[src/sv/pbd_pkg.sv]
package pbd_pkg;

	// width of the output_length register
	localparam int unsigned CFG_LEN_W = 24;

	// headers at or below this value announce a literal run
	localparam logic [7:0] HDR_LIMIT = 8'h7f;

	// command queue between front and back
	localparam int unsigned CMD_DEPTH = 2;

	localparam logic [2:0] REG_OUTPUT_LENGTH = 3'd0;

	// one command: a byte, how many times to put it, and whether it ends the stream
	typedef struct packed {
		logic [7:0] data;
		logic [7:0] count;
		logic       last;
	} pbd_cmd_t;

	typedef struct packed {
		logic full;
		logic empty;
	} pbd_q_status_t;

endpackage

[src/sv/pbd_front.sv]
module pbd_front #(
	parameter int unsigned LENGTH_BITS = 24
) (
	input  logic                          clk,
	input  logic                          arst_n,
	input  logic [pbd_pkg::CFG_LEN_W-1:0] len_cfg,
	input  logic                          in_valid,
	output logic                          in_ready,
	input  logic [7:0]                    in_byte,
	input  pbd_pkg::pbd_q_status_t        q_status,
	output logic                          push,
	output pbd_pkg::pbd_cmd_t             push_cmd
);

	typedef enum logic [2:0] {
		PH_HEADER  = 3'b001,
		PH_LITERAL = 3'b010,
		PH_REPEAT  = 3'b100
	} pbd_phase_t;

	localparam int unsigned PW = LENGTH_BITS + 1;

	pbd_phase_t      phase_q;
	logic [7:0]      literal_left_q;
	logic [7:0]      repeat_len_q;
	logic [PW-1:0]   produced_q;

	logic [LENGTH_BITS-1:0] len_lo;
	logic [PW-1:0]          len_eff;
	logic [PW-1:0]          lit_sum;
	logic [PW-1:0]          rep_sum;
	logic                   lit_end;
	logic                   rep_end;
	logic [7:0]             rep_cnt;
	logic                   accept;

	// zero length means the full 2^LENGTH_BITS
	assign len_lo  = LENGTH_BITS'(len_cfg);
	assign len_eff = (len_lo == '0) ? {1'b1, {LENGTH_BITS{1'b0}}} : {1'b0, len_lo};

	assign lit_sum = produced_q + PW'(1);
	assign rep_sum = produced_q + PW'(repeat_len_q);
	assign lit_end = lit_sum >= len_eff;
	assign rep_end = rep_sum >= len_eff;

	// truncated run: whatever is left of the stream, at least one byte
	always_comb begin
		if (produced_q >= len_eff) begin
			rep_cnt = 8'd1;
		end else begin
			rep_cnt = 8'(len_eff - produced_q);
		end
	end

	// headers never go to the queue
	assign in_ready = (phase_q == PH_HEADER) || !q_status.full;
	assign accept   = in_valid && in_ready;
	assign push     = accept && (phase_q != PH_HEADER);

	always_comb begin
		push_cmd.data = in_byte;
		if (phase_q == PH_LITERAL) begin
			push_cmd.count = 8'd1;
			push_cmd.last  = lit_end;
		end else begin
			push_cmd.count = rep_end ? rep_cnt : repeat_len_q;
			push_cmd.last  = rep_end;
		end
	end

	always_ff @(posedge clk or negedge arst_n) begin
		if (!arst_n) begin
			phase_q        <= PH_HEADER;
			literal_left_q <= '0;
			repeat_len_q   <= '0;
			produced_q     <= '0;
		end else if (accept) begin
			case (phase_q)
				PH_LITERAL: begin
					if (lit_end) begin
						phase_q        <= PH_HEADER;
						literal_left_q <= '0;
						repeat_len_q   <= '0;
						produced_q     <= '0;
					end else begin
						produced_q     <= lit_sum;
						literal_left_q <= literal_left_q - 8'd1;
						if (literal_left_q <= 8'd1) begin
							phase_q <= PH_HEADER;
						end
					end
				end
				PH_REPEAT: begin
					phase_q      <= PH_HEADER;
					repeat_len_q <= '0;
					if (rep_end) begin
						literal_left_q <= '0;
						produced_q     <= '0;
					end else begin
						produced_q <= rep_sum;
					end
				end
				default: begin
					if (in_byte <= pbd_pkg::HDR_LIMIT) begin
						literal_left_q <= in_byte + 8'd1;
						phase_q        <= PH_LITERAL;
					end else begin
						repeat_len_q <= (8'h00 - in_byte) + 8'd1;
						phase_q      <= PH_REPEAT;
					end
				end
			endcase
		end
	end

	a_cmd_nonzero: assert property (@(posedge clk) disable iff (!arst_n)
		push |-> push_cmd.count != 8'd0)
		else $error("command with zero count");

	a_run_whole: assert property (@(posedge clk) disable iff (!arst_n)
		(push && phase_q == PH_REPEAT && !push_cmd.last) |-> push_cmd.count == repeat_len_q)
		else $error("untruncated run lost bytes");

endmodule

[src/sv/pbd_cmd_fifo.sv]
module pbd_cmd_fifo (
	input  logic                   clk,
	input  logic                   arst_n,
	input  logic                   push,
	input  pbd_pkg::pbd_cmd_t      push_cmd,
	input  logic                   pop,
	output pbd_pkg::pbd_cmd_t      pop_cmd,
	output pbd_pkg::pbd_q_status_t status
);

	localparam int unsigned DEPTH = pbd_pkg::CMD_DEPTH;
	localparam int unsigned AW    = (DEPTH > 1) ? $clog2(DEPTH) : 1;
	localparam int unsigned CW    = $clog2(DEPTH + 1);

	pbd_pkg::pbd_cmd_t mem_q [DEPTH];
	logic [AW-1:0]     wr_ptr_q;
	logic [AW-1:0]     rd_ptr_q;
	logic [CW-1:0]     fill_q;

	assign status.full  = (fill_q == CW'(DEPTH));
	assign status.empty = (fill_q == '0);
	assign pop_cmd      = mem_q[rd_ptr_q];

	always_ff @(posedge clk) begin
		if (push) begin
			mem_q[wr_ptr_q] <= push_cmd;
		end
	end

	always_ff @(posedge clk or negedge arst_n) begin
		if (!arst_n) begin
			wr_ptr_q <= '0;
			rd_ptr_q <= '0;
			fill_q   <= '0;
		end else begin
			if (push) begin
				wr_ptr_q <= (wr_ptr_q == AW'(DEPTH - 1)) ? '0 : wr_ptr_q + AW'(1);
			end
			if (pop) begin
				rd_ptr_q <= (rd_ptr_q == AW'(DEPTH - 1)) ? '0 : rd_ptr_q + AW'(1);
			end
			if (push && !pop) begin
				fill_q <= fill_q + CW'(1);
			end else if (pop && !push) begin
				fill_q <= fill_q - CW'(1);
			end
		end
	end

	a_no_overflow: assert property (@(posedge clk) disable iff (!arst_n)
		!(push && status.full))
		else $error("command queue overflow");

	a_no_underflow: assert property (@(posedge clk) disable iff (!arst_n)
		!(pop && status.empty))
		else $error("command queue underflow");

endmodule

[src/sv/pbd_back.sv]
module pbd_back #(
	parameter int unsigned OUT_BYTES = 4
) (
	input  logic                                clk,
	input  logic                                arst_n,
	input  pbd_pkg::pbd_cmd_t                   q_cmd,
	input  pbd_pkg::pbd_q_status_t              q_status,
	output logic                                pop,
	output logic                                out_valid,
	input  logic                                out_ready,
	output logic [8*OUT_BYTES-1:0]              out_word,
	output logic [$clog2(OUT_BYTES+1)-1:0]      valid_bytes,
	output logic                                last
);

	localparam int unsigned WW   = 8 * OUT_BYTES;
	localparam int unsigned CNTW = (OUT_BYTES > 1) ? $clog2(OUT_BYTES) : 1;
	localparam int unsigned VBW  = $clog2(OUT_BYTES + 1);

	logic              cur_valid_q;
	pbd_pkg::pbd_cmd_t cur_q;
	logic [WW-1:0]     acc_word_q;
	logic [CNTW-1:0]   acc_cnt_q;

	logic              out_valid_q;
	logic [WW-1:0]     out_word_q;
	logic [VBW-1:0]    out_vb_q;
	logic              out_last_q;

	logic              final_byte;
	logic              emit;
	logic              slot_free;
	logic              step;
	logic [WW-1:0]     next_word;

	assign final_byte = (cur_q.count == 8'd1);
	assign emit       = (acc_cnt_q == CNTW'(OUT_BYTES - 1)) || (final_byte && cur_q.last);
	assign slot_free  = !out_valid_q || out_ready;
	assign step       = cur_valid_q && (!emit || slot_free);
	assign pop        = !q_status.empty && (!cur_valid_q || (step && final_byte));

	// drop the byte into its lane
	always_comb begin
		next_word = acc_word_q;
		for (int i = 0; i < OUT_BYTES; i++) begin
			if (acc_cnt_q == CNTW'(i)) begin
				next_word[8*i +: 8] = cur_q.data;
			end
		end
	end

	always_ff @(posedge clk) begin
		if (pop) begin
			cur_q <= q_cmd;
		end else if (step) begin
			cur_q.count <= cur_q.count - 8'd1;
		end
		if (step && emit) begin
			out_word_q <= next_word;
			out_vb_q   <= VBW'(acc_cnt_q) + VBW'(1);
			out_last_q <= final_byte && cur_q.last;
		end
	end

	always_ff @(posedge clk or negedge arst_n) begin
		if (!arst_n) begin
			cur_valid_q <= 1'b0;
			acc_word_q  <= '0;
			acc_cnt_q   <= '0;
			out_valid_q <= 1'b0;
		end else begin
			if (pop) begin
				cur_valid_q <= 1'b1;
			end else if (step && final_byte) begin
				cur_valid_q <= 1'b0;
			end
			if (out_valid_q && out_ready) begin
				out_valid_q <= 1'b0;
			end
			if (step) begin
				if (emit) begin
					acc_word_q  <= '0;
					acc_cnt_q   <= '0;
					out_valid_q <= 1'b1;
				end else begin
					acc_word_q <= next_word;
					acc_cnt_q  <= acc_cnt_q + CNTW'(1);
				end
			end
		end
	end

	assign out_valid   = out_valid_q;
	assign out_word    = out_word_q;
	assign valid_bytes = out_vb_q;
	assign last        = out_last_q;

	a_emit_clears: assert property (@(posedge clk) disable iff (!arst_n)
		(step && emit) |=> acc_cnt_q == '0)
		else $error("accumulator not cleared after word");

	a_vb_nonzero: assert property (@(posedge clk) disable iff (!arst_n)
		out_valid_q |-> out_vb_q != '0)
		else $error("word with no valid bytes");

	a_no_lost_word: assert property (@(posedge clk) disable iff (!arst_n)
		(out_valid_q && !out_ready) |-> !(step && emit))
		else $error("word overwritten while held");

endmodule

[src/sv/packbits_byte_decoder.sv]
// PackBits byte decoder. Packed bytes enter one item per cycle on s_* while
// s_tready is high; a header 0..127 copies the next header+1 bytes, a header
// 128..255 repeats the next byte (256-header)+1 times. Unpacked bytes leave
// OUT_BYTES to a word on m_*, first byte lowest, with the lane count in tuser
// and tlast on the word that reaches output_length (APB register at address 0,
// reset 1, 0 meaning 2^LENGTH_BITS). The last word of a stream may be short, an
// overshooting run is cut, and the next byte starts a new stream. The back end
// puts out one byte per cycle unless a finished word is held up, so a repeat run
// of up to 129 bytes occupies it, and the two-entry command queue lets up to two
// data bytes be taken meanwhile before s_tready drops. Output words sit in a
// register, so the decoder fills the next word while a word waits on m_tready.
module packbits_byte_decoder #(
	parameter int unsigned OUT_BYTES   = 4,
	parameter int unsigned LENGTH_BITS = 24
) (
	input  logic                               clk,
	input  logic                               arst_n,

	// packed input
	input  logic                               s_tvalid,
	output logic                               s_tready,
	input  logic [7:0]                         s_tdata,   // [7:0] packed_byte

	// unpacked output
	output logic                               m_tvalid,
	input  logic                               m_tready,
	output logic [8*OUT_BYTES-1:0]             m_tdata,   // out_word, byte 0 lowest
	output logic [$clog2(OUT_BYTES+1)-1:0]     m_tuser,   // valid_bytes
	output logic                               m_tlast,   // last

	// register port
	input  logic                               psel,
	input  logic                               penable,
	input  logic                               pwrite,
	input  logic [2:0]                         paddr,
	input  logic [31:0]                        pwdata,
	output logic [31:0]                        prdata,
	output logic                               pready
);

	logic [pbd_pkg::CFG_LEN_W-1:0] output_length_q;

	pbd_pkg::pbd_cmd_t      push_cmd;
	pbd_pkg::pbd_cmd_t      pop_cmd;
	pbd_pkg::pbd_q_status_t q_status;
	logic                   push;
	logic                   pop;

	// registers: only output_length, at byte address 0; bits 1:0 ignored
	assign pready = 1'b1;

	always_ff @(posedge clk or negedge arst_n) begin
		if (!arst_n) begin
			output_length_q <= pbd_pkg::CFG_LEN_W'(1);
		end else if (psel && penable && pwrite && pready
		             && ({paddr[2], 2'b00} == pbd_pkg::REG_OUTPUT_LENGTH)) begin
			output_length_q <= pwdata[pbd_pkg::CFG_LEN_W-1:0];
		end
	end

	always_comb begin
		prdata = '0;
		if ({paddr[2], 2'b00} == pbd_pkg::REG_OUTPUT_LENGTH) begin
			prdata = 32'(output_length_q);
		end
	end

	// front: header parsing, length tracking, run truncation
	pbd_front #(
		.LENGTH_BITS (LENGTH_BITS)
	) u_front (
		.clk      (clk),
		.arst_n   (arst_n),
		.len_cfg  (output_length_q),
		.in_valid (s_tvalid),
		.in_ready (s_tready),
		.in_byte  (s_tdata),
		.q_status (q_status),
		.push     (push),
		.push_cmd (push_cmd)
	);

	pbd_cmd_fifo u_fifo (
		.clk      (clk),
		.arst_n   (arst_n),
		.push     (push),
		.push_cmd (push_cmd),
		.pop      (pop),
		.pop_cmd  (pop_cmd),
		.status   (q_status)
	);

	// back: byte expansion and word packing
	pbd_back #(
		.OUT_BYTES (OUT_BYTES)
	) u_back (
		.clk         (clk),
		.arst_n      (arst_n),
		.q_cmd       (pop_cmd),
		.q_status    (q_status),
		.pop         (pop),
		.out_valid   (m_tvalid),
		.out_ready   (m_tready),
		.out_word    (m_tdata),
		.valid_bytes (m_tuser),
		.last        (m_tlast)
	);

endmodule
[config.mk]
export PLATFORM = sky130hd
export DESIGN_NAME = packbits_byte_decoder
export DESIGN_NICKNAME = d
export VERILOG_FILES = /design/src/sv/pbd_pkg.sv /design/src/sv/pbd_front.sv /design/src/sv/pbd_cmd_fifo.sv /design/src/sv/pbd_back.sv /design/src/sv/packbits_byte_decoder.sv
export SDC_FILE = /design/constraint.sdc
export NUM_CORES = 1
export LEC_CHECK = 0
export BUFFER_PORTS_ARGS = -buffer_cell sky130_fd_sc_hd__buf_4
export CAP_MARGIN = 40
export CORE_AREA = 10 10 152 168
export CTS_BUF_LIST = sky130_fd_sc_hd__clkbuf_8 sky130_fd_sc_hd__clkbuf_16
export DETAILED_ROUTE_END_ITERATION = 8
export DIE_AREA = 0 0 162 178
export GPL_ROUTABILITY_DRIVEN = 0
export PLACE_DENSITY = 0.77
export SYNTH_ARGS = -nofsm -noshare
export SYNTH_HDL_FRONTEND = slang
export SYNTH_SLANG_ARGS = --single-unit
[constraint.sdc]
create_clock -name clk -period 6.6 [get_ports clk]
set_input_delay 1.32 -clock clk [delete_from_list [all_inputs] [get_ports clk]]
set_output_delay 1.32 -clock clk [all_outputs]
set_load 0.02 [all_outputs]
==> impl_metrics.py <==
metrics = {
    "run_status": {
        "outcome": "completed",
    },
    "logic_synthesis": {
        "synthFlopType": "dfrtp_1",
        "yosysSeqAreaShare_pct": 44.8,
        "netlist_instances": 1102,
        "synth_area_leaders": "dfrtp_1 (22%), edfxtp_1 (22%), ha_1 (11%)",
        "synth-edff-count": 87,
        "synth.distinct_cells": 77,
        "yosysTopAreaCell": "dfrtp_1",
        "async_flop_share_pct": 55.4,
        "syn-cell-area_um2": 11900,
        "synth.top_cell.area_share_pct": 22.3,
        "yosys_warnings": 0,
        "ys_seq_elements": 195,
        "avgSynthCellArea_um2": 10.8,
    },
    "grt": {
        "grt_pass1_wl_mm": 44.9,
        "antenna_found_initial": 0,
        "grt_max_degree": 52,
        "grt.total_usage_pct": 19.1,
        "grt_overflow_total": 0,
        "grt_pass1_vias": 8731,
    },
    "cells_and_area": {
        "final_common_cell": "buf_4",
        "instances_no_fill": 1480,
        "most-common-layout-cells": "buf_4 (111), dfrtp_1 (106), ha_1 (103)",
        "seq_area_um2": 5320,
        "nNetsFinal": 1327,
        "multi_input_area_um2": 6000,
        "drive_above_1_share_pct": 20.2,
        "n_antenna_cell": 0,
        "fin_area_um2": 13400,
        "syn_to_final_growth_pct": 13.3,
        "nFillCells": 1785,
    },
    "drt": {
        "drt_first_pass_iters": 7,
        "drt_iter0_markers": 664,
        "num_vias": 8818,
        "finalWirelength_mm": 27.8,
        "vias_per_cell": 5.96,
        "drc": 0,
        "wl_per_cell_um": 18.8,
        "ant_nets": 0,
    },
    "timing": {
        "setup_violations": 0,
        "worst_pin_slew_ns": 0.881,
        "slew_headroom_pct": 41.2,
        "tns_ns": 0,
        "fmax_mhz": 192,
        "fin_crit_ns": 5.20,
        "slew_viol_final": 0,
        "fin_worst_skew_ns": 0.0129,
        "final_hold_viol_count": 0,
        "finalWorstSetupSlack_ns": 1.40,
        "finalCritPeriodShare_pct": 78.7,
        "rsz0062_at_grt": "false",
    },
    "worst_setup_path": {
        "cpMostUsedCell": "ha_1",
        "crit_chain": "ha_1, a211oi_1, o211ai_1, a32oi_1, nor2_1, nand2_1, xnor2_1, ha_1, and4_1, nand4_1, a2111o_1, o211ai_4, o2111ai_1, a21oi_2, a21oi_1",
        "crit_required_ns": 6.76,
        "worst_setup_path_end_kind": "flop",
        "worstPathArrival_ns": 5.36,
        "slowest_stage": "a32oi_1",
        "start_kind": "flop",
        "critPathMaxStageDelay_ns": 0.58,
        "path_max_fanout": 10,
        "worst-setup-path-type": "reg2reg",
    },
    "clock_network": {
        "clock_path_buffers": 2,
        "cts.sinks": 195,
        "cts_setup_buffers": 0,
        "cts-resized-gates": 0,
        "cts_buffers": 17,
        "clock_latency_ns": 0.44,
        "cts-root-buf": "clkbuf_16",
        "clk_pin_slew_ns": 0.08,
        "cts_tree": "done",
        "htreeDepth": 4,
        "cts-hold-fix-buffers": 0,
    },
    "floorplanning": {
        "io_pins": 121,
        "core_area_um2": 22000,
        "dieArea_um2": 28800,
        "start_util_pct": 54.0,
        "std_cell_rows": 57,
        "fp.dieH_um": 178,
        "die_width_um": 162,
    },
    "flow_run": {
        "cap_violations": 0,
    },
    "placed_design": {
        "dp.cells": 1448,
        "portBuffers": 101,
        "hpwlAfterDp_mm": 20.4,
        "post_dp_cell_area_um2": 12800,
        "dp_slack_ns": 1.55,
    },
    "power": {
        "comb_power_share_pct": 45.2,
        "p_clk_share_pct": 19.0,
        "p_per_area_nw_per_um2": 433,
        "ir_drop_v": 0.000238,
        "p_sw_share_pct": 41.1,
        "p_leak_uw": 0.00570,
        "p_int_uw": 3430,
        "seq_power_share_pct": 35.8,
        "netSwitchingPower_uw": 2390,
    },
    "worst_hold_path": {
        "hold_class": "reg2reg",
    },
}
==> power groups by stage <==
stage | logic (uW) | clock network [uW] | registers (uW)
finish | 2630 | 1110 | 2080
detailed placement | 2610 | 0 | 2100
floorplan | 1850 | 0 | 2120
global placement | 2530 | 0 | 2080
global route | 2920 | 1180 | 2130
CTS | 2620 | 1130 | 2080
==> synthesized netlist by cell type (all sizes together) (4+ instances only) <==
| cell | count |
|---|---|
| a211oi | 5 |
| a21o | 10 |
| a21oi | 53 |
| a221oi | 11 |
| a22o | 11 |
| a22oi | 4 |
| a32o | 29 |
| a32oi | 12 |
| and2 | 11 |
| and3 | 6 |
| and4 | 4 |
| buf | 27 |
| clkbuf | 42 |
| dfrtp | 106 |
| edfxtp | 87 |
| ha | 103 |
| inv | 61 |
| mux2 | 68 |
| mux2i | 14 |
| nand2 | 56 |
| nand3 | 23 |
| nand4 | 23 |
| nor2 | 91 |
| nor2b | 9 |
| nor3 | 32 |
| nor3b | 4 |
| nor4 | 12 |
| o211ai | 5 |
| o21a | 4 |
| o21ai | 45 |
| o22ai | 6 |
| o31ai | 7 |
| or2 | 5 |
| or3 | 6 |
| xnor2 | 45 |
| xor2 | 26 |
==> worst max-delay path: cells and delay by family (launching register included) <==
kind / cells / cell delay [ns]
AO/OA/AOI/OAI: 8 / 2.61
XOR/XNOR: 1 / 0.09
adder cells (fa/ha/maj): 2 / 0.66
flip-flops: 1 / 0.46
AND/OR/NAND/NOR: 4 / 1.10
==> layer usage <==
metal  track usage (%)  wire [um]  up-vias  part of all wire, %
li1                  -          -     4183                    -
met1              24.0      12100     4282                   44
met2              32.1      13500      302                   48
met3              3.97       1630       51                  5.9
met4              6.79        613        0                  2.2
met5                 0          0        -                    0
==> metrics by stage <==
step	util [%]	power [uW]	hold WS, ns
finish	61.2	5820	0.492
global route	61.2	6230	0.495
CTS	61.2	5830	0.486
detailed placement	58.3	4710	0.470
global placement	58.1	4610	0.467
floorplan	-	3970	0.449
==> layout make-up <==
| cell class | count | share of cell area, % |
|---|---|---|
| multi-input cells | 783 | 44.6 |
| flip-flops and latches | 195 | 39.5 |
| repair buffers | 113 | 6.51 |
| clock buffers | 17 | 3.16 |
| well taps | 295 | 2.74 |
| inverters | 62 | 1.73 |
| clock inverters | 15 | 1.67 |
==> cell families (layout without fill, tap and decap cells) <==
| kind of cell | count (synthesis) | count (layout) | share of synthesized area (%) |
|---|---|---|---|
| buffers and inverters | 131 | 207 | 4.96 |
| muxes | 82 | 82 | 7.63 |
| adders and majority gates | 105 | 105 | 11.2 |
| other | 2 | 9 | 0.0633 |
| xor gates and xnor gates | 71 | 71 | 5.24 |
| DFF | 195 | 195 | 44.8 |
| AOI/OAI and AO/OA | 222 | 222 | 13.6 |
| and+or+nand+nor | 294 | 294 | 12.5 |
==> sequential cells by signal, indices dropped and copies added (netlist names) <==
| register | cells |
|---|---|
| u_fifo.rd_ptr_q | 1 |
| u_front.literal_left_q | 8 |
| u_front.produced_q | 25 |
| u_fifo.fill_q | 2 |
| u_fifo.wr_ptr_q | 1 |
| u_front.phase_q | 3 |
| u_fifo.mem_q | 34 |
| u_back.acc_word_q | 32 |
| u_back.cur_valid_q | 1 |
| output_length_q | 24 |
| u_back.cur_q | 17 |
| u_back.last | 1 |
| u_back.valid_bytes | 3 |
| u_front.repeat_len_q | 8 |
| u_back.out_word | 32 |
| u_back.out_valid | 1 |
| u_back.acc_cnt_q | 2 |
==> final timing paths <==
kind	from	cells past startpoint	to	slack [ns]
worst max-delay path	u_front.produced_q[1]	15	u_fifo.mem_q[0][1]	1.40
worst min-delay path	u_back.acc_word_q[2]	1	u_back.acc_word_q[2]	0.49
worst max register to register	u_front.produced_q[1]	15	u_fifo.mem_q[0][1]	1.40
worst min register to register	u_back.acc_word_q[2]	1	u_back.acc_word_q[2]	0.49
max in group asynchronous	arst_n	2	u_back.acc_word_q[25]	5.01
min in group asynchronous	arst_n	1	output_length_q[17]	0.73
No activity file was read; power rests on OpenSTA's default activity.
